### src/design/cmphd_pkg.sv
`timescale 1ns / 1ps
package cmphd_pkg;

   // Command codes carried by the cmd field of an input item.
   localparam logic [1:0] CMD_SEED    = 2'd0;
   localparam logic [1:0] CMD_WIDEN   = 2'd1;
   localparam logic [1:0] CMD_OFFSETS = 2'd2;
   localparam logic [1:0] CMD_HEADING = 2'd3;

   typedef logic [1:0]         cmd_type;
   typedef logic signed [15:0] sample_type;
   typedef logic [8:0]         heading_type;

   // Differences after offset removal are one bit wider than a sample.
   localparam int DIFF_W = 17;
   // CORDIC datapath: difference scaled by 256 plus headroom for the gain.
   localparam int XY_W   = 28;
   // Angle accumulator in degrees with 16 fraction bits.
   localparam int ANG_W  = 28;
   localparam int FRAC_W = 16;
   localparam int TAB_IDX_W = 5;

   typedef logic signed [DIFF_W-1:0] diff_type;
   typedef logic signed [XY_W-1:0]   xy_type;
   typedef logic signed [ANG_W-1:0]  ang_type;

   localparam ang_type HALF_TURN_Q16 = ang_type'(180 * 65536);
   localparam ang_type FULL_TURN_Q16 = ang_type'(360 * 65536);

   // atan(2^-i) in degrees, 16 fraction bits, rounded.
   function automatic ang_type atan_q16(input logic [TAB_IDX_W-1:0] idx);
      ang_type val;
      case (idx)
         5'd0:  val = ang_type'(2949120);
         5'd1:  val = ang_type'(1740967);
         5'd2:  val = ang_type'(919879);
         5'd3:  val = ang_type'(466945);
         5'd4:  val = ang_type'(234379);
         5'd5:  val = ang_type'(117304);
         5'd6:  val = ang_type'(58666);
         5'd7:  val = ang_type'(29335);
         5'd8:  val = ang_type'(14668);
         5'd9:  val = ang_type'(7334);
         5'd10: val = ang_type'(3667);
         5'd11: val = ang_type'(1833);
         5'd12: val = ang_type'(917);
         5'd13: val = ang_type'(458);
         5'd14: val = ang_type'(229);
         5'd15: val = ang_type'(115);
         5'd16: val = ang_type'(57);
         5'd17: val = ang_type'(29);
         5'd18: val = ang_type'(14);
         5'd19: val = ang_type'(7);
         5'd20: val = ang_type'(4);
         5'd21: val = ang_type'(2);
         5'd22: val = ang_type'(1);
         default: val = '0;
      endcase
      return val;
   endfunction

endpackage

### src/design/cmphd_if.sv
`timescale 1ns / 1ps

// Input channel: one magnetometer sample and a command.
interface cmphd_req_if;
   import cmphd_pkg::*;
   logic       valid;
   logic       ready;
   cmd_type    cmd;
   sample_type mag_x;
   sample_type mag_y;
   sample_type mag_z;
   modport source (output valid, cmd, mag_x, mag_y, mag_z, input ready);
   modport sink   (input valid, cmd, mag_x, mag_y, mag_z, output ready);
endinterface

// Result channel: heading and the current offsets.
interface cmphd_rsp_if;
   import cmphd_pkg::*;
   logic        valid;
   logic        ready;
   heading_type heading;
   sample_type  offset_x;
   sample_type  offset_y;
   sample_type  offset_z;
   modport source (output valid, heading, offset_x, offset_y, offset_z, input ready);
   modport sink   (input valid, heading, offset_x, offset_y, offset_z, output ready);
endinterface

// Configuration write channel for the single control register.
interface cmphd_csr_if;
   logic valid;
   logic ready;
   logic invert_y;
   modport source (output valid, invert_y, input ready);
   modport sink   (input valid, invert_y, output ready);
endinterface

### src/design/compass_heading_hard_iron_cal.sv
`timescale 1ns / 1ps
// Hard-iron calibrated compass heading. Each item carries a command and one
// magnetometer sample (y is negated first when invert_y is set). Seed and widen
// commands track the per-axis minimum and maximum, the offsets command sets each
// offset to the truncated midpoint of its envelope, and the heading command
// removes the offsets and returns 360 minus atan2(y, x) in whole degrees,
// modulo 360. Every result item also reports the three offsets. The
// seed, widen and offsets commands are settled in the cycle that takes the item,
// and the block then passes through its hand-over state before it takes the next
// item. A heading runs through one CORDIC rotator that is reused once per step,
// and no new item is taken until the result is handed over; the exact-axis and
// zero-vector cases skip the rotator. The finished result sits in an output
// register, so a new item is taken while it waits to be collected, and only a
// second finished result waits for the first to leave.
module compass_heading_hard_iron_cal #(
   parameter int CORDIC_STEPS = 16
) (
   input  logic        clock,
   input  logic        reset,
   cmphd_req_if.sink   req_bus,
   cmphd_rsp_if.source rsp_bus,
   cmphd_csr_if.sink   csr_bus
);
   import cmphd_pkg::*;

   localparam int STEP_W = $clog2(CORDIC_STEPS);
   localparam logic [STEP_W-1:0] LAST_STEP = STEP_W'(CORDIC_STEPS - 1);

   // Sequencer states.
   localparam logic [2:0] S_IDLE = 3'd0;
   localparam logic [2:0] S_PREP = 3'd1;
   localparam logic [2:0] S_ITER = 3'd2;
   localparam logic [2:0] S_FIN  = 3'd3;
   localparam logic [2:0] S_DONE = 3'd4;

   logic [2:0]        state_ff, state_in;
   logic              invert_y_ff, invert_y_in;
   sample_type        min_x_ff, min_x_in, max_x_ff, max_x_in;
   sample_type        min_y_ff, min_y_in, max_y_ff, max_y_in;
   sample_type        min_z_ff, min_z_in, max_z_ff, max_z_in;
   sample_type        off_x_ff, off_x_in, off_y_ff, off_y_in, off_z_ff, off_z_in;
   diff_type          dx_ff, dx_in, dy_ff, dy_in;
   xy_type            x_ff, x_in, y_ff, y_in;
   ang_type           ang_ff, ang_in;
   logic [STEP_W-1:0] step_ff, step_in;
   heading_type       result_ff, result_in;
   logic              rsp_valid_ff, rsp_valid_in;
   heading_type       rsp_heading_ff, rsp_heading_in;
   sample_type        rsp_off_x_ff, rsp_off_x_in;
   sample_type        rsp_off_y_ff, rsp_off_y_in;
   sample_type        rsp_off_z_ff, rsp_off_z_in;

   logic       req_take;
   logic       rsp_free;
   sample_type samp_y;
   xy_type     x_scaled, y_scaled, x_shift, y_shift;
   ang_type    turn_left;
   logic [9:0] whole_deg;

   // Rounds a 17-bit sum towards zero before halving it.
   function automatic sample_type midpoint(input sample_type hi, input sample_type lo);
      diff_type sum;
      diff_type adj;
      sum = diff_type'(hi) + diff_type'(lo);
      adj = sum + diff_type'({1'b0, sum[DIFF_W-1]});
      return sample_type'(adj >>> 1);
   endfunction

   assign req_bus.ready = (state_ff == S_IDLE);
   assign csr_bus.ready = 1'b1;
   assign req_take      = req_bus.valid && req_bus.ready;
   assign rsp_free      = !rsp_valid_ff || rsp_bus.ready;

   assign rsp_bus.valid    = rsp_valid_ff;
   assign rsp_bus.heading  = rsp_heading_ff;
   assign rsp_bus.offset_x = rsp_off_x_ff;
   assign rsp_bus.offset_y = rsp_off_y_ff;
   assign rsp_bus.offset_z = rsp_off_z_ff;

   // The y sample wraps on negation, as a 16-bit two's complement value would.
   assign samp_y = invert_y_ff ? -req_bus.mag_y : req_bus.mag_y;

   // Differences scaled by 256 and sign-extended for the CORDIC datapath.
   assign x_scaled = xy_type'($signed({dx_ff, 8'h00}));
   assign y_scaled = xy_type'($signed({dy_ff, 8'h00}));

   // The shared rotator's shifters: floor shifts by the current step.
   assign x_shift = x_ff >>> step_ff;
   assign y_shift = y_ff >>> step_ff;

   // The final angle stays within about 280 degrees either way, so the
   // whole-degree value lies in 80..640 and one subtraction wraps it.
   assign turn_left = FULL_TURN_Q16 - ang_ff;
   assign whole_deg = turn_left[FRAC_W+9:FRAC_W];

   always_comb begin
      state_in       = state_ff;
      invert_y_in    = invert_y_ff;
      min_x_in       = min_x_ff;
      max_x_in       = max_x_ff;
      min_y_in       = min_y_ff;
      max_y_in       = max_y_ff;
      min_z_in       = min_z_ff;
      max_z_in       = max_z_ff;
      off_x_in       = off_x_ff;
      off_y_in       = off_y_ff;
      off_z_in       = off_z_ff;
      dx_in          = dx_ff;
      dy_in          = dy_ff;
      x_in           = x_ff;
      y_in           = y_ff;
      ang_in         = ang_ff;
      step_in        = step_ff;
      result_in      = result_ff;
      rsp_valid_in   = rsp_valid_ff;
      rsp_heading_in = rsp_heading_ff;
      rsp_off_x_in   = rsp_off_x_ff;
      rsp_off_y_in   = rsp_off_y_ff;
      rsp_off_z_in   = rsp_off_z_ff;

      if (csr_bus.valid) begin
         invert_y_in = csr_bus.invert_y;
      end

      if (rsp_valid_ff && rsp_bus.ready) begin
         rsp_valid_in = 1'b0;
      end

      case (state_ff)
         S_IDLE: begin
            if (req_take) begin
               result_in = '0;
               state_in  = S_DONE;
               case (req_bus.cmd)
                  CMD_SEED: begin
                     min_x_in = req_bus.mag_x;
                     max_x_in = req_bus.mag_x;
                     min_y_in = samp_y;
                     max_y_in = samp_y;
                     min_z_in = req_bus.mag_z;
                     max_z_in = req_bus.mag_z;
                  end
                  CMD_WIDEN: begin
                     if (req_bus.mag_x > max_x_ff) max_x_in = req_bus.mag_x;
                     if (req_bus.mag_x < min_x_ff) min_x_in = req_bus.mag_x;
                     if (samp_y > max_y_ff) max_y_in = samp_y;
                     if (samp_y < min_y_ff) min_y_in = samp_y;
                     if (req_bus.mag_z > max_z_ff) max_z_in = req_bus.mag_z;
                     if (req_bus.mag_z < min_z_ff) min_z_in = req_bus.mag_z;
                  end
                  CMD_OFFSETS: begin
                     off_x_in = midpoint(max_x_ff, min_x_ff);
                     off_y_in = midpoint(max_y_ff, min_y_ff);
                     off_z_in = midpoint(max_z_ff, min_z_ff);
                  end
                  default: begin
                     dx_in    = diff_type'(req_bus.mag_x) - diff_type'(off_x_ff);
                     dy_in    = diff_type'(samp_y) - diff_type'(off_y_ff);
                     state_in = S_PREP;
                  end
               endcase
            end
         end
         S_PREP: begin
            // Exact axes and the zero vector are answered without the rotator.
            // Otherwise a vector in the left half-plane is turned by half a
            // turn so that the CORDIC only sees positive x.
            step_in = '0;
            if (dy_ff == '0) begin
               result_in = (dx_ff < 0) ? heading_type'(180) : '0;
               state_in  = S_DONE;
            end else if (dx_ff == '0) begin
               result_in = (dy_ff > 0) ? heading_type'(270) : heading_type'(90);
               state_in  = S_DONE;
            end else if (dx_ff < 0) begin
               x_in     = -x_scaled;
               y_in     = -y_scaled;
               ang_in   = (dy_ff >= 0) ? HALF_TURN_Q16 : -HALF_TURN_Q16;
               state_in = S_ITER;
            end else begin
               x_in     = x_scaled;
               y_in     = y_scaled;
               ang_in   = '0;
               state_in = S_ITER;
            end
         end
         S_ITER: begin
            // One vectoring step: rotate towards the x axis.
            if (y_ff > 0) begin
               x_in   = x_ff + y_shift;
               y_in   = y_ff - x_shift;
               ang_in = ang_ff + atan_q16(TAB_IDX_W'(step_ff));
            end else begin
               x_in   = x_ff - y_shift;
               y_in   = y_ff + x_shift;
               ang_in = ang_ff - atan_q16(TAB_IDX_W'(step_ff));
            end
            if (step_ff == LAST_STEP) begin
               state_in = S_FIN;
            end else begin
               step_in = step_ff + 1'b1;
            end
         end
         S_FIN: begin
            result_in = (whole_deg >= 10'd360) ? heading_type'(whole_deg - 10'd360)
                                               : heading_type'(whole_deg);
            state_in  = S_DONE;
         end
         S_DONE: begin
            if (rsp_free) begin
               rsp_valid_in   = 1'b1;
               rsp_heading_in = result_ff;
               rsp_off_x_in   = off_x_ff;
               rsp_off_y_in   = off_y_ff;
               rsp_off_z_in   = off_z_ff;
               state_in       = S_IDLE;
            end
         end
         default: begin
            state_in = S_IDLE;
         end
      endcase
   end

   // Control state and the calibration registers.
   always_ff @(posedge clock) begin
      if (reset) begin
         state_ff     <= S_IDLE;
         invert_y_ff  <= 1'b0;
         rsp_valid_ff <= 1'b0;
         min_x_ff     <= '0;
         max_x_ff     <= '0;
         min_y_ff     <= '0;
         max_y_ff     <= '0;
         min_z_ff     <= '0;
         max_z_ff     <= '0;
         off_x_ff     <= '0;
         off_y_ff     <= '0;
         off_z_ff     <= '0;
         step_ff      <= '0;
      end else begin
         state_ff     <= state_in;
         invert_y_ff  <= invert_y_in;
         rsp_valid_ff <= rsp_valid_in;
         min_x_ff     <= min_x_in;
         max_x_ff     <= max_x_in;
         min_y_ff     <= min_y_in;
         max_y_ff     <= max_y_in;
         min_z_ff     <= min_z_in;
         max_z_ff     <= max_z_in;
         off_x_ff     <= off_x_in;
         off_y_ff     <= off_y_in;
         off_z_ff     <= off_z_in;
         step_ff      <= step_in;
      end
   end

   // Datapath and output payload.
   always_ff @(posedge clock) begin
      dx_ff          <= dx_in;
      dy_ff          <= dy_in;
      x_ff           <= x_in;
      y_ff           <= y_in;
      ang_ff         <= ang_in;
      result_ff      <= result_in;
      rsp_heading_ff <= rsp_heading_in;
      rsp_off_x_ff   <= rsp_off_x_in;
      rsp_off_y_ff   <= rsp_off_y_in;
      rsp_off_z_ff   <= rsp_off_z_in;
   end

   // A calibration command goes straight to the hand-over state.
   a_calib_direct: assert property (@(posedge clock) disable iff (reset)
      (req_take && req_bus.cmd != CMD_HEADING) |=> (state_ff == S_DONE))
      else $error("calibration item did not finish in one cycle");

   // The rotator never runs past its last step.
   a_step_range: assert property (@(posedge clock) disable iff (reset)
      (state_ff == S_ITER) |-> (step_ff <= LAST_STEP))
      else $error("CORDIC step count out of range");

   // A bearing handed out is always a whole degree below a full turn.
   a_heading_range: assert property (@(posedge clock) disable iff (reset)
      rsp_valid_ff |-> (rsp_heading_ff < heading_type'(360)))
      else $error("heading outside 0 to 359");

   // A new item is only taken while no heading is in flight.
   a_no_overlap: assert property (@(posedge clock) disable iff (reset)
      (state_ff == S_ITER || state_ff == S_FIN) |-> !req_bus.ready)
      else $error("input taken during a heading computation");

endmodule

### src/flat_wrapper.sv
// flat-port wrapper written by rule: the top's interface ports become plain ports
module compass_heading_hard_iron_cal_flat import cmphd_pkg::*;
#(
   parameter int CORDIC_STEPS = 16
)
  (clock, reset, req_bus_valid, req_bus_cmd, req_bus_mag_x, req_bus_mag_y, req_bus_mag_z, req_bus_ready, rsp_bus_valid, rsp_bus_heading, rsp_bus_offset_x, rsp_bus_offset_y, rsp_bus_offset_z, rsp_bus_ready, csr_bus_valid, csr_bus_invert_y, csr_bus_ready);
  cmphd_req_if req_bus_i ();
  cmphd_rsp_if rsp_bus_i ();
  cmphd_csr_if csr_bus_i ();
  input  logic clock;
  input  logic reset;
  input wire logic [$bits(req_bus_i.valid)-1:0] req_bus_valid;
  input wire logic [$bits(req_bus_i.cmd)-1:0] req_bus_cmd;
  input wire logic [$bits(req_bus_i.mag_x)-1:0] req_bus_mag_x;
  input wire logic [$bits(req_bus_i.mag_y)-1:0] req_bus_mag_y;
  input wire logic [$bits(req_bus_i.mag_z)-1:0] req_bus_mag_z;
  output wire logic [$bits(req_bus_i.ready)-1:0] req_bus_ready;
  output wire logic [$bits(rsp_bus_i.valid)-1:0] rsp_bus_valid;
  output wire logic [$bits(rsp_bus_i.heading)-1:0] rsp_bus_heading;
  output wire logic [$bits(rsp_bus_i.offset_x)-1:0] rsp_bus_offset_x;
  output wire logic [$bits(rsp_bus_i.offset_y)-1:0] rsp_bus_offset_y;
  output wire logic [$bits(rsp_bus_i.offset_z)-1:0] rsp_bus_offset_z;
  input wire logic [$bits(rsp_bus_i.ready)-1:0] rsp_bus_ready;
  input wire logic [$bits(csr_bus_i.valid)-1:0] csr_bus_valid;
  input wire logic [$bits(csr_bus_i.invert_y)-1:0] csr_bus_invert_y;
  output wire logic [$bits(csr_bus_i.ready)-1:0] csr_bus_ready;
  assign req_bus_i.valid = req_bus_valid;
  assign req_bus_i.cmd = req_bus_cmd;
  assign req_bus_i.mag_x = req_bus_mag_x;
  assign req_bus_i.mag_y = req_bus_mag_y;
  assign req_bus_i.mag_z = req_bus_mag_z;
  assign req_bus_ready = req_bus_i.ready;
  assign rsp_bus_valid = rsp_bus_i.valid;
  assign rsp_bus_heading = rsp_bus_i.heading;
  assign rsp_bus_offset_x = rsp_bus_i.offset_x;
  assign rsp_bus_offset_y = rsp_bus_i.offset_y;
  assign rsp_bus_offset_z = rsp_bus_i.offset_z;
  assign rsp_bus_i.ready = rsp_bus_ready;
  assign csr_bus_i.valid = csr_bus_valid;
  assign csr_bus_i.invert_y = csr_bus_invert_y;
  assign csr_bus_ready = csr_bus_i.ready;
  compass_heading_hard_iron_cal #(.CORDIC_STEPS(CORDIC_STEPS)) u_core (.clock(clock), .reset(reset), .req_bus(req_bus_i), .rsp_bus(rsp_bus_i), .csr_bus(csr_bus_i));
endmodule
### config.mk
export PLATFORM = sky130hd
export DESIGN_NAME = compass_heading_hard_iron_cal_flat
export DESIGN_NICKNAME = d
export VERILOG_FILES = /design/src/design/cmphd_pkg.sv /design/src/design/cmphd_if.sv /design/src/design/compass_heading_hard_iron_cal.sv /design/src/flat_wrapper.sv
export SDC_FILE = /design/constraint.sdc
export NUM_CORES = 1
export LEC_CHECK = 0
export ABC_AREA = 1
export BUFFER_PORTS_ARGS = -buffer_cell sky130_fd_sc_hd__buf_2
export CORE_ASPECT_RATIO = 1.75
export CORE_UTILIZATION = 30
export CTS_CLUSTER_DIAMETER = 80
export DETAILED_ROUTE_END_ITERATION = 16
export GPL_TIMING_DRIVEN = 0
export PLACE_DENSITY = 0.52
export SKIP_CTS_REPAIR_TIMING = 1
export SYNTH_ARGS = -nofsm -noshare
export SYNTH_HDL_FRONTEND = slang
export SYNTH_SLANG_ARGS = --single-unit
### constraint.sdc
create_clock -name clock -period 4.6 [get_ports clock]
set_clock_uncertainty 0.1 [all_clocks]
set_input_delay 0.92 -clock clock [delete_from_list [all_inputs] [get_ports clock]]
set_output_delay 0.92 -clock clock [all_outputs]
set_load 0.01 [all_outputs]
==> key figures, run 1 <==
Cells and area
  – Footprint of the multi-input gates: 19200 um^2
  – Fin util: 0.351
  – Final Non-Filler Cells: 5931
  – Layout net count: 4920
  – Area growth syn-to-layout: 15.8%
  – Area occupied by registers: 8970 um^2
  – Number of fillers in the final layout: 10800
  – Layout cell share with drive strength beyond 1: 0.107

Synthesis
  – Gate count of the mapped netlist: 4384
  – Fraction of the yosys area taken by sequential cells: 0.298
  – Netlist Area Pre-Place: 30100 um^2
  – Mapped Nets: 4723
  – Simple-gate share of the synthesized area: 0.288
  – Fraction of the mapped netlist area in adder cells: 0.119
  – XOR/XNOR Fraction of Synth Area: 0.0523
  – Average size of a mapped cell: 6.88 um^2
  – Share of synthesized flip-flops with an asynchronous set or reset: 0
  – Leading register cell type out of synthesis: sky130_fd_sc_hd__edfxtp_1
  – Register bit total from synthesis: 357
  – Post-synth cell types: 59
  – Number of warning messages in the yosys log: 0
  – Top cell type's share of synthesized area: 0.181
  – Multiplexer share of the synthesized area: 0.000332
  – Number of enable flip-flop cells after synthesis: 182
  – Main combinational cell family by area after synthesis: simple AND/OR/NAND/NOR gates
  – Complex-gate fraction of the synthesized area: 0.152
  – Cell accounting for the most synthesized area: sky130_fd_sc_hd__edfxtp_1
  – Area contributors post-synth: sky130_fd_sc_hd__edfxtp_1 (18%), sky130_fd_sc_hd__nand2_1 (12%), sky130_fd_sc_hd__dfxtp_1 (12%), sky130_fd_sc_hd__ha_1 (11%), sky130_fd_sc_hd__inv_1 (6.9%)

Die
  – Vertical extent of the die: 421 um
  – Cell row count: 153
  – I/O pin cnt: 116
  – Core footprint: 99500 um^2
  – Initial core utilization: 0.303
  – Chip width: 242 um
  – Die Footprint: 102000 um^2

Detailed routing
  – Drt total wl: 119 mm
  – Top layer reached by signal wires: met4
  – Total via count after detailed routing: 30000
  – Met2 routed WL: 64.1 mm
  – Routed metal-1 wire length: 39.7 mm
  – WL/cell: 20.1 um
  – Length of routed met3 wiring: 4.15 mm
  – Number of remaining DRC errors: 0
  – First-pass iteration count of the detailed router: 6
  – Number of DRC violations after detailed-routing iteration 0: 1592
  – Per-cell via count in the routed design: 5.07
  – Number of antenna-violating nets in the routed design: 0

Clocking
  – Root buf cell: sky130_fd_sc_hd__clkbuf_16
  – Clock tree sinks: 357
  – Maximum number of buffers from clock root to sink: 3
  – CTS tree: built
  – CTS buffer count: 40
  – Clock insertion delay at the later pin of the skew report: 0.59 ns
  – Max H-tree Level: 2
  – Clock slew at reported path FFs: 0.07 ns

Critical path
  – Worst r2r path cells: 21
  – Combined buffer and inverter count along the critical path: 3
  – Endpoint of the lowest-slack register-to-register path: u_core.y_ff[26]
  – Top cell by count, worst path: sky130_fd_sc_hd__nand2_1
  – Class of the most critical setup path: register to register
  – Source of the worst register-to-register timing path: u_core.step_ff[2]
  – Flop-to-flop setup slack: 0.09 ns
  – Cell family contributing the most delay on the critical path: simple AND/OR/NAND/NOR gates
  – Slowest stage cell on the critical path: sky130_fd_sc_hd__buf_1
  – Required time of the critical path: 4.83 ns
  – Sort of element at the start of the critical path: register
  – Kind of capture point of the worst setup path: register
  – Highest net fanout along the worst path: 10
  – Critical path data arrival time: 4.74 ns
  – Worst-path cell chain: buf_6 -> buf_1 -> nand3_1 -> nand3_1 -> nand2_1 -> nand2_1 -> nor2_1 -> nand2_1 -> nor2_4 -> inv_2 -> nor3_2 -> or2_2 -> xor2_1 -> ha_1 -> nand2_1 -> o21ai_1 -> nor2_1 -> o211ai_1 -> a21oi_1 -> o21ai_1 -> o211ai_1
  – Largest stage delay, worst path: 0.46 ns

Power and ir drop
  – Leakage power total: 15.7 nW
  – Power Total: 0.0114 W
  – Power density over the cells: 327 nW/um^2
  – Worst voltage drop across the vdd grid: 285 uV

Global routing
  – Final global-route overflow total: 0
  – Via count of the first global-routing pass: 29400
  – Global-route wire length before repair: 173 mm
  – Number of antenna violations at the first check in global routing: 2
  – Total routing resource utilization after global routing: 0.226
  – Largest net degree at the start of global routing: 50

Flow run
  – Maximum Capacitance Violations: 0

Timing
  – Minimum period implied by the final worst setup slack: 4.51 ns
  – Post-layout worst setup margin: 0.0885 ns
  – Max frequency: 222 MHz
  – Number of hold violations in the final report: 0
  – Measured slew at the worst slew-check pin: 1.36 ns
  – Fin crit share: 0.981
  – Setup repair after global routing missed its margin: true
  – Max-slew violation count: 0
  – Normalized max-slew margin: 0.0902
  – Finish-stage setup viols: 0

Placement
  – RD Place Congestion: 1.02
  – Detailed-placement wirelength estimate: 98.4 mm
  – Quantity of I/O buffers inserted on ports: 113
  – Post-Place Worst Slack: -1.92 ns
  – Cells after DPL: 5817

Worst hold path
  – Capture endpoint of the worst hold path: u_core.rsp_bus.heading[7]
  – Hold Path Stages: 0
  – Tightest Hold Check Type: register to register
  – Origin of the worst min-delay path: u_core.result_ff[7]

Run status
  – Outcome: finished, final reports clean
[synthesized netlist by cell type (4+ instances only)]
library cell,instances
sky130_fd_sc_hd__buf_4,5
sky130_fd_sc_hd__nor3b_1,4
sky130_fd_sc_hd__nand3_1,400
sky130_fd_sc_hd__fa_1,8
sky130_fd_sc_hd__nand4_1,49
sky130_fd_sc_hd__buf_1,15
sky130_fd_sc_hd__or2_2,13
sky130_fd_sc_hd__xnor2_1,62
sky130_fd_sc_hd__nand3b_1,21
sky130_fd_sc_hd__nor4_1,12
sky130_fd_sc_hd__inv_2,7
sky130_fd_sc_hd__xor2_1,118
sky130_fd_sc_hd__o21ai_2,16
sky130_fd_sc_hd__o21ai_1,24
sky130_fd_sc_hd__and2_1,4
sky130_fd_sc_hd__o21ai_0,290
sky130_fd_sc_hd__nand3_2,6
sky130_fd_sc_hd__edfxtp_1,182
sky130_fd_sc_hd__a211oi_1,8
sky130_fd_sc_hd__o211ai_1,14
sky130_fd_sc_hd__a21boi_0,7
sky130_fd_sc_hd__nand2_1,964
sky130_fd_sc_hd__nor2_4,4
sky130_fd_sc_hd__dfxtp_1,175
sky130_fd_sc_hd__inv_1,555
sky130_fd_sc_hd__a21oi_1,382
sky130_fd_sc_hd__a31oi_1,18
sky130_fd_sc_hd__o22ai_1,6
sky130_fd_sc_hd__or2_1,4
sky130_fd_sc_hd__nor3_1,59
sky130_fd_sc_hd__a21o_1,24
sky130_fd_sc_hd__ha_1,275
sky130_fd_sc_hd__buf_2,32
sky130_fd_sc_hd__o21bai_1,15
sky130_fd_sc_hd__o31ai_1,6
sky130_fd_sc_hd__o221ai_1,4
sky130_fd_sc_hd__nand2_2,13
sky130_fd_sc_hd__nor3_2,4
sky130_fd_sc_hd__nor2_1,453
sky130_fd_sc_hd__nor2_2,13
sky130_fd_sc_hd__o21a_1,13
sky130_fd_sc_hd__buf_6,8
sky130_fd_sc_hd__clkbuf_1,69
[flip-flops by register name (all words and copies together), names as in the netlist, 17 cells and up, named ones only]
register and count:
u_core.ang_ff 26, u_core.dx_ff 17, u_core.dy_ff 17, u_core.x_ff 28
u_core.y_ff 28
[power by group]
part           switching [W]  internal (W)
Sequential          0.000253       0.00368
Combinational        0.00278       0.00145
Clock                0.00148       0.00179
[per-stage QoR]
| step | instance area [um^2] | hold slack, ns | setup TNS (ns) |
|---|---|---|---|
| final | 34900 | 0.329 | 0 |
| after detailed placement | 32500 | 0.317 | -88.89 |
| after global placement | 32400 | 0.310 | -331.81 |
| after CTS | 33700 | 0.325 | -71.36 |
| after floorplan | 30100 | 0.300 | 0 |
| after global routing | 34900 | 0.334 | -0.272 |
[layout by cell type, fill, tap and decap left out, types with 53 or more instances in the layout]
cell type                  netlist  layout
sky130_fd_sc_hd__xor2_1        118     111
sky130_fd_sc_hd__nand2_1       964     937
sky130_fd_sc_hd__buf_4           5      53
sky130_fd_sc_hd__clkbuf_1       69      65
sky130_fd_sc_hd__nor2_1        453     444
sky130_fd_sc_hd__nand3_1       400     381
sky130_fd_sc_hd__nor3_1         59      56
sky130_fd_sc_hd__o21ai_0       290     257
sky130_fd_sc_hd__buf_2          32     132
sky130_fd_sc_hd__a21oi_1       382     362
sky130_fd_sc_hd__edfxtp_1      182     182
sky130_fd_sc_hd__ha_1          275     263
sky130_fd_sc_hd__inv_1         555     552
sky130_fd_sc_hd__dfxtp_1       175     173
sky130_fd_sc_hd__xnor2_1        62      60
[area by class of cell]
cell class                 count  share of cell area
antenna                        1           0.0000717
buffer                       129              0.0215
clock buffer                  52              0.0311
clock inverter                22             0.00505
inverter                     565              0.0609
multi-input combinational   3333               0.550
sequential                   357               0.257
tap                         1317              0.0472
timing repair buffer         155              0.0267
[worst reg2reg max path, cell delays in order, from the launching register on]
cell	delay, ns
sky130_fd_sc_hd__dfxtp_1	0.42
sky130_fd_sc_hd__buf_6	0.18
sky130_fd_sc_hd__buf_1	0.47
sky130_fd_sc_hd__nand3_1	0.16
sky130_fd_sc_hd__nand3_1	0.17
sky130_fd_sc_hd__nand2_1	0.13
sky130_fd_sc_hd__nand2_1	0.09
sky130_fd_sc_hd__nor2_1	0.04
sky130_fd_sc_hd__nand2_1	0.15
sky130_fd_sc_hd__nor2_4	0.08
sky130_fd_sc_hd__inv_2	0.08
sky130_fd_sc_hd__nor3_2	0.06
sky130_fd_sc_hd__or2_2	0.28
sky130_fd_sc_hd__xor2_1	0.16
sky130_fd_sc_hd__ha_1	0.39
sky130_fd_sc_hd__nand2_1	0.13
sky130_fd_sc_hd__o21ai_1	0.29
sky130_fd_sc_hd__nor2_1	0.09
sky130_fd_sc_hd__o211ai_1	0.41
sky130_fd_sc_hd__a21oi_1	0.12
sky130_fd_sc_hd__o21ai_1	0.14
sky130_fd_sc_hd__o211ai_1	0.11
[logic make-up (layout without fill, tap and decap cells)]
logic type | after synthesis | after routing
flops | 357 | 357
fa+ha+maj | 283 | 283
buf+inv | 694 | 923
simple gates | 2028 | 2028
xor+xnor | 180 | 180
other cells | 1 | 2
mux | 1 | 1
compound gates | 840 | 840
[worst max-delay path by stage]
stage / start / endpoint / depth (start not counted)
floorplan: u_core.dy_ff[0] / u_core.ang_ff[0] / 14
global placement: u_core.y_ff[14] / u_core.y_ff[26] / 23
detailed placement: u_core.y_ff[14] / u_core.y_ff[26] / 23
CTS: u_core.y_ff[14] / u_core.y_ff[26] / 23
global route: u_core.step_ff[2] / u_core.y_ff[26] / 23
finish: u_core.step_ff[2] / u_core.y_ff[26] / 21
[metal layers]
layer | GRT usage | vias up
met3 | 0.0244 | 368
met1 | 0.202 | 13900
met5 | 0 | -
li1 | - | 15000
met2 | 0.446 | 747
met4 | 0.186 | 0
(Power assumes the default switching activity.)
==> run 2: changes to the inputs <==
Settings changed: CORE_MARGIN set to 3, CORE_UTILIZATION 30 to 45, PLACE_DENSITY 0.52 to 0.68.
==> run 2 against run 1 <==
Effect of this change:
- core utilization is 17 points higher
- final cell count is 7.5% lower
- sequential share of layout area is 0.47 points higher
- die area is 31% lower
- critical path depth is 7 higher
- design area is 1.8% lower
- fmax is 1.8% higher
- largest power group unchanged
- highest routed layer unchanged
- via count is 1.5% higher
- global-route usage is 7.8 points higher
- worst setup slack better by 0.078 ns
- clock power hardly changed
- combinational power is 2% lower
==> key figures, run 2 (synthesis gave the netlist of run 1 again) <==
Run status
  – Outcome: finished, final reports clean

Global routing
  – Final global-route overflow total: 0 (unchanged)
  – Total routing resource utilization after global routing: 0.303 (+0.0778)
  – Via count of the first global-routing pass: 30100 (+2.3%)
  – Number of antenna violations at the first check in global routing: 3 (+1)
  – Global-route wire length before repair: 166 mm (-4.5%)
  – Largest net degree at the start of global routing: 50 (unchanged)

Critical path
  – Sort of element at the start of the critical path: register
  – Slowest stage cell on the critical path: sky130_fd_sc_hd__ha_1
  – Top cell by count, worst path: sky130_fd_sc_hd__nand2_1
  – Highest net fanout along the worst path: 10 (unchanged)
  – Class of the most critical setup path: register to register
  – Kind of capture point of the worst setup path: register
  – Largest stage delay, worst path: 0.41 ns (-0.05 ns)
  – Source of the worst register-to-register timing path: u_core.step_ff[0]
  – Critical path data arrival time: 4.67 ns (-0.07 ns)
  – Endpoint of the lowest-slack register-to-register path: u_core.x_ff[26]
  – Required time of the critical path: 4.84 ns (about the same)
  – Flop-to-flop setup slack: 0.17 ns (+0.08 ns)
  – Worst r2r path cells: 28 (+33%)

Placement
  – RD Place Congestion: 1.02 (+0.17%)
  – Quantity of I/O buffers inserted on ports: 113 (unchanged)
  – Placement-stage cell area: 31900 um^2 (-1.7%)
  – Detailed-placement wirelength estimate: 89.3 mm (-9.3%)
  – Cells after DPL: 5382 (-7.5%)

Cells and area
  – Number of fillers in the final layout: 6700 (-38%)
  – Final Non-Filler Cells: 5485 (-7.5%)
  – Area growth syn-to-layout: 13.7%
  – Registers with the most flip-flops: u_core.x_ff (28), u_core.y_ff (28), u_core.ang_ff (26)
  – Most common cell after layout, fill and taps aside: sky130_fd_sc_hd__nand2_1
  – Area occupied by registers: 8970 um^2 (about the same)
  – Layout cell share with drive strength beyond 1: 0.108 (+0.000280)
  – Layout net count: 4911 (-0.18%)
  – Fin util: 0.521 (+0.170)
  – Commonest non-fill, non-tap cells in the layout: sky130_fd_sc_hd__nand2_1 (926), sky130_fd_sc_hd__inv_1 (553), sky130_fd_sc_hd__nor2_1 (443), sky130_fd_sc_hd__nand3_1 (384), sky130_fd_sc_hd__a21oi_1 (363)
  – Cell area after layout: 34300 um^2 (-1.8%)
  – Footprint of the multi-input gates: 19100 um^2 (-0.57%)

Timing
  – Fin crit share: 0.964 (-0.0170)
  – Number of hold violations in the final report: 0 (unchanged)
  – Worst hold margin: 0.326 ns (-0.00262 ns)
  – Measured slew at the worst slew-check pin: 1.43 ns (+0.0676 ns)
  – Setup repair after global routing missed its margin: true
  – Max frequency: 226 MHz (+1.8%)
  – Max-slew violation count: 0 (unchanged)
  – Normalized max-slew margin: 0.0412 (-0.0491)
  – Minimum period implied by the final worst setup slack: 4.43 ns (-0.0780 ns)
  – Finish-stage setup viols: 0 (unchanged)

Clocking
  – Maximum number of buffers from clock root to sink: 3 (unchanged)
  – CTS buffer count: 37 (-7.5%)
  – Max H-tree Level: 2 (unchanged)
  – Clock slew at reported path FFs: 0.07 ns (about the same)
  – Clock tree sinks: 357 (unchanged)
  – Clock insertion delay at the later pin of the skew report: 0.58 ns (about the same)
  – CTS tree: built
  – Root buf cell: sky130_fd_sc_hd__clkbuf_16

Power and ir drop
  – Power Total: 0.0113 W (-1.1%)
  – Power density over the cells: 330 nW/um^2 (+0.70%)
  – Worst voltage drop across the vdd grid: 271 uV (-5.0%)
  – Leakage power total: 15.7 nW (-0.32%)

Worst hold path
  – Tightest Hold Check Type: register to register
  – Hold Path Stages: 0 (unchanged)
  – Origin of the worst min-delay path: u_core.result_ff[3]
  – Capture endpoint of the worst hold path: u_core.rsp_bus.heading[3]

Die
  – Die Footprint: 70200 um^2 (-31%)
  – I/O pin cnt: 116 (unchanged)
  – Chip width: 202 um (-17%)
  – Core footprint: 65800 um^2 (-34%)
  – Initial core utilization: 0.458 (+0.155)
  – Cell row count: 124 (-19%)
  – Vertical extent of the die: 348 um (-17%)

Detailed routing
  – Number of DRC violations after detailed-routing iteration 0: 1850 (+16%)
  – Total via count after detailed routing: 30500 (+1.5%)
  – Number of antenna-violating nets in the routed design: 0 (unchanged)
  – Per-cell via count in the routed design: 5.56 (+9.7%)
  – WL/cell: 20.0 um (-0.29%)
  – Number of remaining DRC errors: 0 (unchanged)
  – First-pass iteration count of the detailed router: 6 (unchanged)
  – Drt total wl: 110 mm (-7.8%)

Flow run
  – Maximum Capacitance Violations: 0 (unchanged)
==> run 2: per-stage QoR <==
stage                     setup slack [ns]  setup TNS [ns]
after global routing                -0.146           -2.58
after CTS                            -1.14          -38.73
after global placement               -1.15         -201.77
final                                0.166               0
after detailed placement             -1.12          -53.07
after floorplan                      0.524               0
==> run 2: where the power goes <==
group          internal, W  total, W  switching [W]
sequential         0.00367   0.00390       0.000226
clock              0.00183   0.00327        0.00145
combinational      0.00141   0.00413        0.00271
total              0.00691    0.0113        0.00439
==> run 2: area by class of cell <==
type                            count  share of cell area
Sequential cell                   357               0.262
Clock inverter                     22             0.00719
Multi-Input combinational cell   3333               0.558
Clock buffer                       46              0.0307
Timing Repair Buffer              149              0.0264
Tap cell                          882              0.0322
Antenna cell                        2            0.000146
Buffer                            129              0.0220
Inverter                          565              0.0621
==> run 2: routing by layer <==
layer  track usage  part of all wire
met5             0                 0
met4         0.263              0.11
met3        0.0376             0.044
met2         0.575              0.51
met1         0.284              0.34
==> run 2: critical path, delay by kind of cell, from the launching register on <==
| kind | cells | cell delay, ns |
|---|---|---|
| AOI/OAI and AO/OA | 5 | 0.88 |
| xor gates and xnor gates | 1 | 0.10 |
| adders and majority gates | 1 | 0.41 |
| buffers and inverters | 3 | 0.38 |
| DFF | 1 | 0.36 |
| and+or+nand+nor | 18 | 1.92 |
==> run 2: worst max-delay path by stage <==
stage,slack (ns),to,from
after floorplan,0.52,u_core.ang_ff[0],u_core.dy_ff[0]
after global placement,-1.15,u_core.y_ff[15],u_core.y_ff[14]
after detailed placement,-1.12,u_core.y_ff[26],u_core.y_ff[13]
after CTS,-1.14,u_core.y_ff[26],u_core.y_ff[13]
after global routing,-0.15,u_core.max_y_ff[9],req_bus_mag_y[0]
final,0.17,u_core.x_ff[26],u_core.step_ff[0]
==> run 3: changes to the inputs <==
Settings changed: GPL_TIMING_DRIVEN 0 to unset.
==> run 3 against run 2 <==
Effect of this change:
- non-clock buffer count down 69
- die area unchanged
- sequential share of layout area up 0.60 points
- design area down 2.2%
- register-to-register slack better by 0.15 ns
- sequential cell count unchanged
- critical endpoint is now u_core.x_ff[19]
- global-route usage down 4.7 points
- highest routed layer is now met5
- total power down 3.9%
- critical path depth down 3
==> key figures, run 3 (synthesis gave the netlist of run 1 again) <==
Die
  – Vertical extent of the die: 348 um (unchanged)
  – Initial core utilization: 0.458 (unchanged)
  – Die Footprint: 70200 um^2 (unchanged)
  – Cell row count: 124 (unchanged)
  – Chip width: 202 um (unchanged)
  – I/O pin cnt: 116 (unchanged)
  – Core footprint: 65800 um^2 (unchanged)

Placement
  – Quantity of I/O buffers inserted on ports: 114 (+0.88%)
  – RD Place Congestion: 0.986 (-3.3%)
  – Placement-stage cell area: 32000 um^2 (+0.28%)
  – Detailed-placement wirelength estimate: 73.2 mm (-18%)

Clocking
  – CTS tree: built
  – Clock slew at reported path FFs: 0.08 ns (about the same)
  – Root buf cell: sky130_fd_sc_hd__clkbuf_16
  – CTS buffer count: 37 (unchanged)
  – Clock insertion delay at the later pin of the skew report: 0.56 ns (-0.02 ns)
  – Clock tree sinks: 357 (unchanged)
  – Maximum number of buffers from clock root to sink: 3 (unchanged)
  – Max H-tree Level: 2 (unchanged)

Power and ir drop
  – Leakage power total: 15.4 nW (-1.5%)
  – Net Sw Power: 0.00406 W (-7.3%)
  – Share of power burned in registers: 0.360 (+0.015)
  – Switching fraction of total power: 0.374 (-0.0137)
  – Fraction of power consumed by combinational cells: 0.355 (-0.010)
  – Worst voltage drop across the vdd grid: 352 uV (+30%)
  – Clk pwr share: 0.286 (-0.004)
  – Design internal power: 0.00679 W (-1.8%)
  – Power density over the cells: 324 nW/um^2 (-1.8%)

Cells and area
  – Area growth syn-to-layout: 11.2%
  – Layout cell share with drive strength beyond 1: 0.0872 (-0.0204)
  – Fin util: 0.509 (-0.0117)
  – Layout net count: 4842 (-1.4%)
  – Cell area after layout: 33500 um^2 (-2.2%)
  – Most common cell after layout, fill and taps aside: sky130_fd_sc_hd__nand2_1
  – Commonest non-fill, non-tap cells in the layout: sky130_fd_sc_hd__nand2_1 (957), sky130_fd_sc_hd__inv_1 (554), sky130_fd_sc_hd__nor2_1 (449), sky130_fd_sc_hd__nand3_1 (394), sky130_fd_sc_hd__a21oi_1 (375)
  – Number of fillers in the final layout: 6709 (+0.13%)
  – Footprint of the multi-input gates: 18700 um^2 (-2.3%)
  – Area occupied by registers: 8970 um^2 (about the same)
  – Registers with the most flip-flops: u_core.x_ff (28), u_core.y_ff (28), u_core.ang_ff (26)

Critical path
  – Slowest stage cell on the critical path: sky130_fd_sc_hd__ha_2
  – Top cell by count, worst path: sky130_fd_sc_hd__nand2_1
  – Combined buffer and inverter count along the critical path: 3 (unchanged)
  – Cell family contributing the most delay on the critical path: simple AND/OR/NAND/NOR gates
  – Worst r2r path cells: 25 (-11%)
  – Sort of element at the start of the critical path: register
  – Flop-to-flop setup slack: 0.32 ns (+0.15 ns)
  – Highest net fanout along the worst path: 27 (+17)
  – Largest stage delay, worst path: 0.42 ns (about the same)
  – Cell count along the critical path: 25 (-11%)
  – Critical path data arrival time: 4.46 ns (-0.21 ns)
  – Required time of the critical path: 4.77 ns (-0.07 ns)
  – Kind of capture point of the worst setup path: register
  – Class of the most critical setup path: register to register

Global routing
  – Global-route wire length before repair: 146 mm (-12%)
  – Total routing resource utilization after global routing: 0.257 (-0.0465)
  – Via count of the first global-routing pass: 28600 (-5.1%)
  – Final global-route overflow total: 0 (unchanged)
  – Number of antenna violations at the first check in global routing: 3 (unchanged)
  – Largest net degree at the start of global routing: 88 (+76%)

Detailed routing
  – Number of remaining DRC errors: 0 (unchanged)
  – Drt total wl: 92.2 mm (-16%)
  – Per-cell via count in the routed design: 5.40 (-2.9%)
  – Number of DRC violations after detailed-routing iteration 0: 1804 (-2.5%)
  – Total via count after detailed routing: 29200 (-4.2%)
  – Number of antenna-violating nets in the routed design: 0 (unchanged)
  – WL/cell: 17.0 um (-15%)
  – First-pass iteration count of the detailed router: 6 (unchanged)

Worst hold path
  – Tightest Hold Check Type: register to register
  – Hold Path Stages: 0 (unchanged)

Timing
  – Total Neg Setup Slack: 0 ns (unchanged)
  – Max-slew violation count: 0 (unchanged)
  – Number of hold violations in the final report: 0 (unchanged)
  – Measured slew at the worst slew-check pin: 1.01 ns (-0.419 ns)
  – Max frequency: 234 MHz (+3.6%)
  – Minimum period implied by the final worst setup slack: 4.28 ns (-0.153 ns)
  – Finish-stage setup viols: 0 (unchanged)
  – Fin crit share: 0.931 (-0.0333)
  – Normalized max-slew margin: 0.326 (+0.285)

Run status
  – Outcome: finished, final reports clean

Flow run
  – Maximum Capacitance Violations: 0 (unchanged)
-- run 3: cell count changes in the layout (fill, tap and decap cells not counted), moves of 15 or more --
cell / before / now
sky130_fd_sc_hd__buf_2: 129 / 114
sky130_fd_sc_hd__clkbuf_1: 57 / 5
sky130_fd_sc_hd__nand2_1: 926 / 957
sky130_fd_sc_hd__buf_4: 42 / 83
sky130_fd_sc_hd__nand2_2: 45 / 18
sky130_fd_sc_hd__o21ai_0: 261 / 277
-- run 3: power groups by stage --
stage / registers [W] / clock network (W) / logic, W
after global placement: 0.00397 / 0 / 0.00370
after floorplan: 0.00390 / 0 / 0.00269
final: 0.00390 / 0.00310 / 0.00385
after CTS: 0.00390 / 0.00317 / 0.00377
after global routing: 0.00393 / 0.00326 / 0.00436
after detailed placement: 0.00397 / 0 / 0.00374
-- run 3: layer usage --
layer  wire length (um)  part of all wire  vias up  GRT usage
met4               8180             0.089        4      0.194
met3               3660             0.040      352     0.0289
met5                 27           0.00029        -          0
li1                   -                 -    14800          -
met2              47200              0.51      788      0.482
met1              33100              0.36    13300      0.259
-- run 3: area by class of cell --
| cell class | count | area share |
|---|---|---|
| Antenna cell | 1 | 0.0000747 |
| Clock buffer | 45 | 0.0298 |
| Clock inverter | 20 | 0.00597 |
| Inverter | 565 | 0.0637 |
| Multi-Input combinational cell | 3333 | 0.557 |
| Sequential cell | 357 | 0.268 |
| Tap cell | 882 | 0.0329 |
| Timing Repair Buffer | 209 | 0.0425 |
-- run 3: per-stage QoR --
stage | instances | hold WS (ns) | setup slack (ns) | power, W
after floorplan | 4384 | 0.300 | 0.524 | 0.00659
after global routing | 5411 | 0.323 | -0.0522 | 0.0116
after CTS | 5401 | 0.319 | 0.0266 | 0.0108
final | 5412 | 0.318 | 0.320 | 0.0109
after detailed placement | 5336 | 0.305 | -0.0380 | 0.00771
after global placement | 5336 | 0.308 | 0.00343 | 0.00767
-- run 3: final timing paths --
kind                        from                        end
min reg2reg  u_core.result_ff[8]  u_core.rsp_bus.heading[8]
max            u_core.step_ff[0]            u_core.x_ff[19]
min          u_core.result_ff[8]  u_core.rsp_bus.heading[8]
max reg2reg    u_core.step_ff[0]            u_core.x_ff[19]
-- run 3: worst reg2reg max path, stage by stage (launching register included) --
cell                      delay (ns)
sky130_fd_sc_hd__dfxtp_4        0.39
sky130_fd_sc_hd__buf_12         0.17
sky130_fd_sc_hd__o21ai_0        0.32
sky130_fd_sc_hd__nand2_1        0.12
sky130_fd_sc_hd__nand3_1        0.10
sky130_fd_sc_hd__nand3_1        0.15
sky130_fd_sc_hd__nand2_2        0.17
sky130_fd_sc_hd__nand2_1        0.08
sky130_fd_sc_hd__nor2_2         0.12
sky130_fd_sc_hd__nand2_1        0.11
sky130_fd_sc_hd__nor2_4         0.10
sky130_fd_sc_hd__inv_1          0.05
sky130_fd_sc_hd__o21ai_1        0.14
sky130_fd_sc_hd__xnor2_1        0.11
sky130_fd_sc_hd__ha_2           0.42
sky130_fd_sc_hd__nand2_1        0.09
sky130_fd_sc_hd__nor2_1         0.14
sky130_fd_sc_hd__inv_1          0.07
sky130_fd_sc_hd__nor3_1         0.30
sky130_fd_sc_hd__a21oi_2        0.14
sky130_fd_sc_hd__o21ai_2        0.23
sky130_fd_sc_hd__nand3_1        0.09
sky130_fd_sc_hd__nand2_1        0.09
sky130_fd_sc_hd__nand2_1        0.05
sky130_fd_sc_hd__nand2_1        0.06
sky130_fd_sc_hd__o22ai_1        0.07
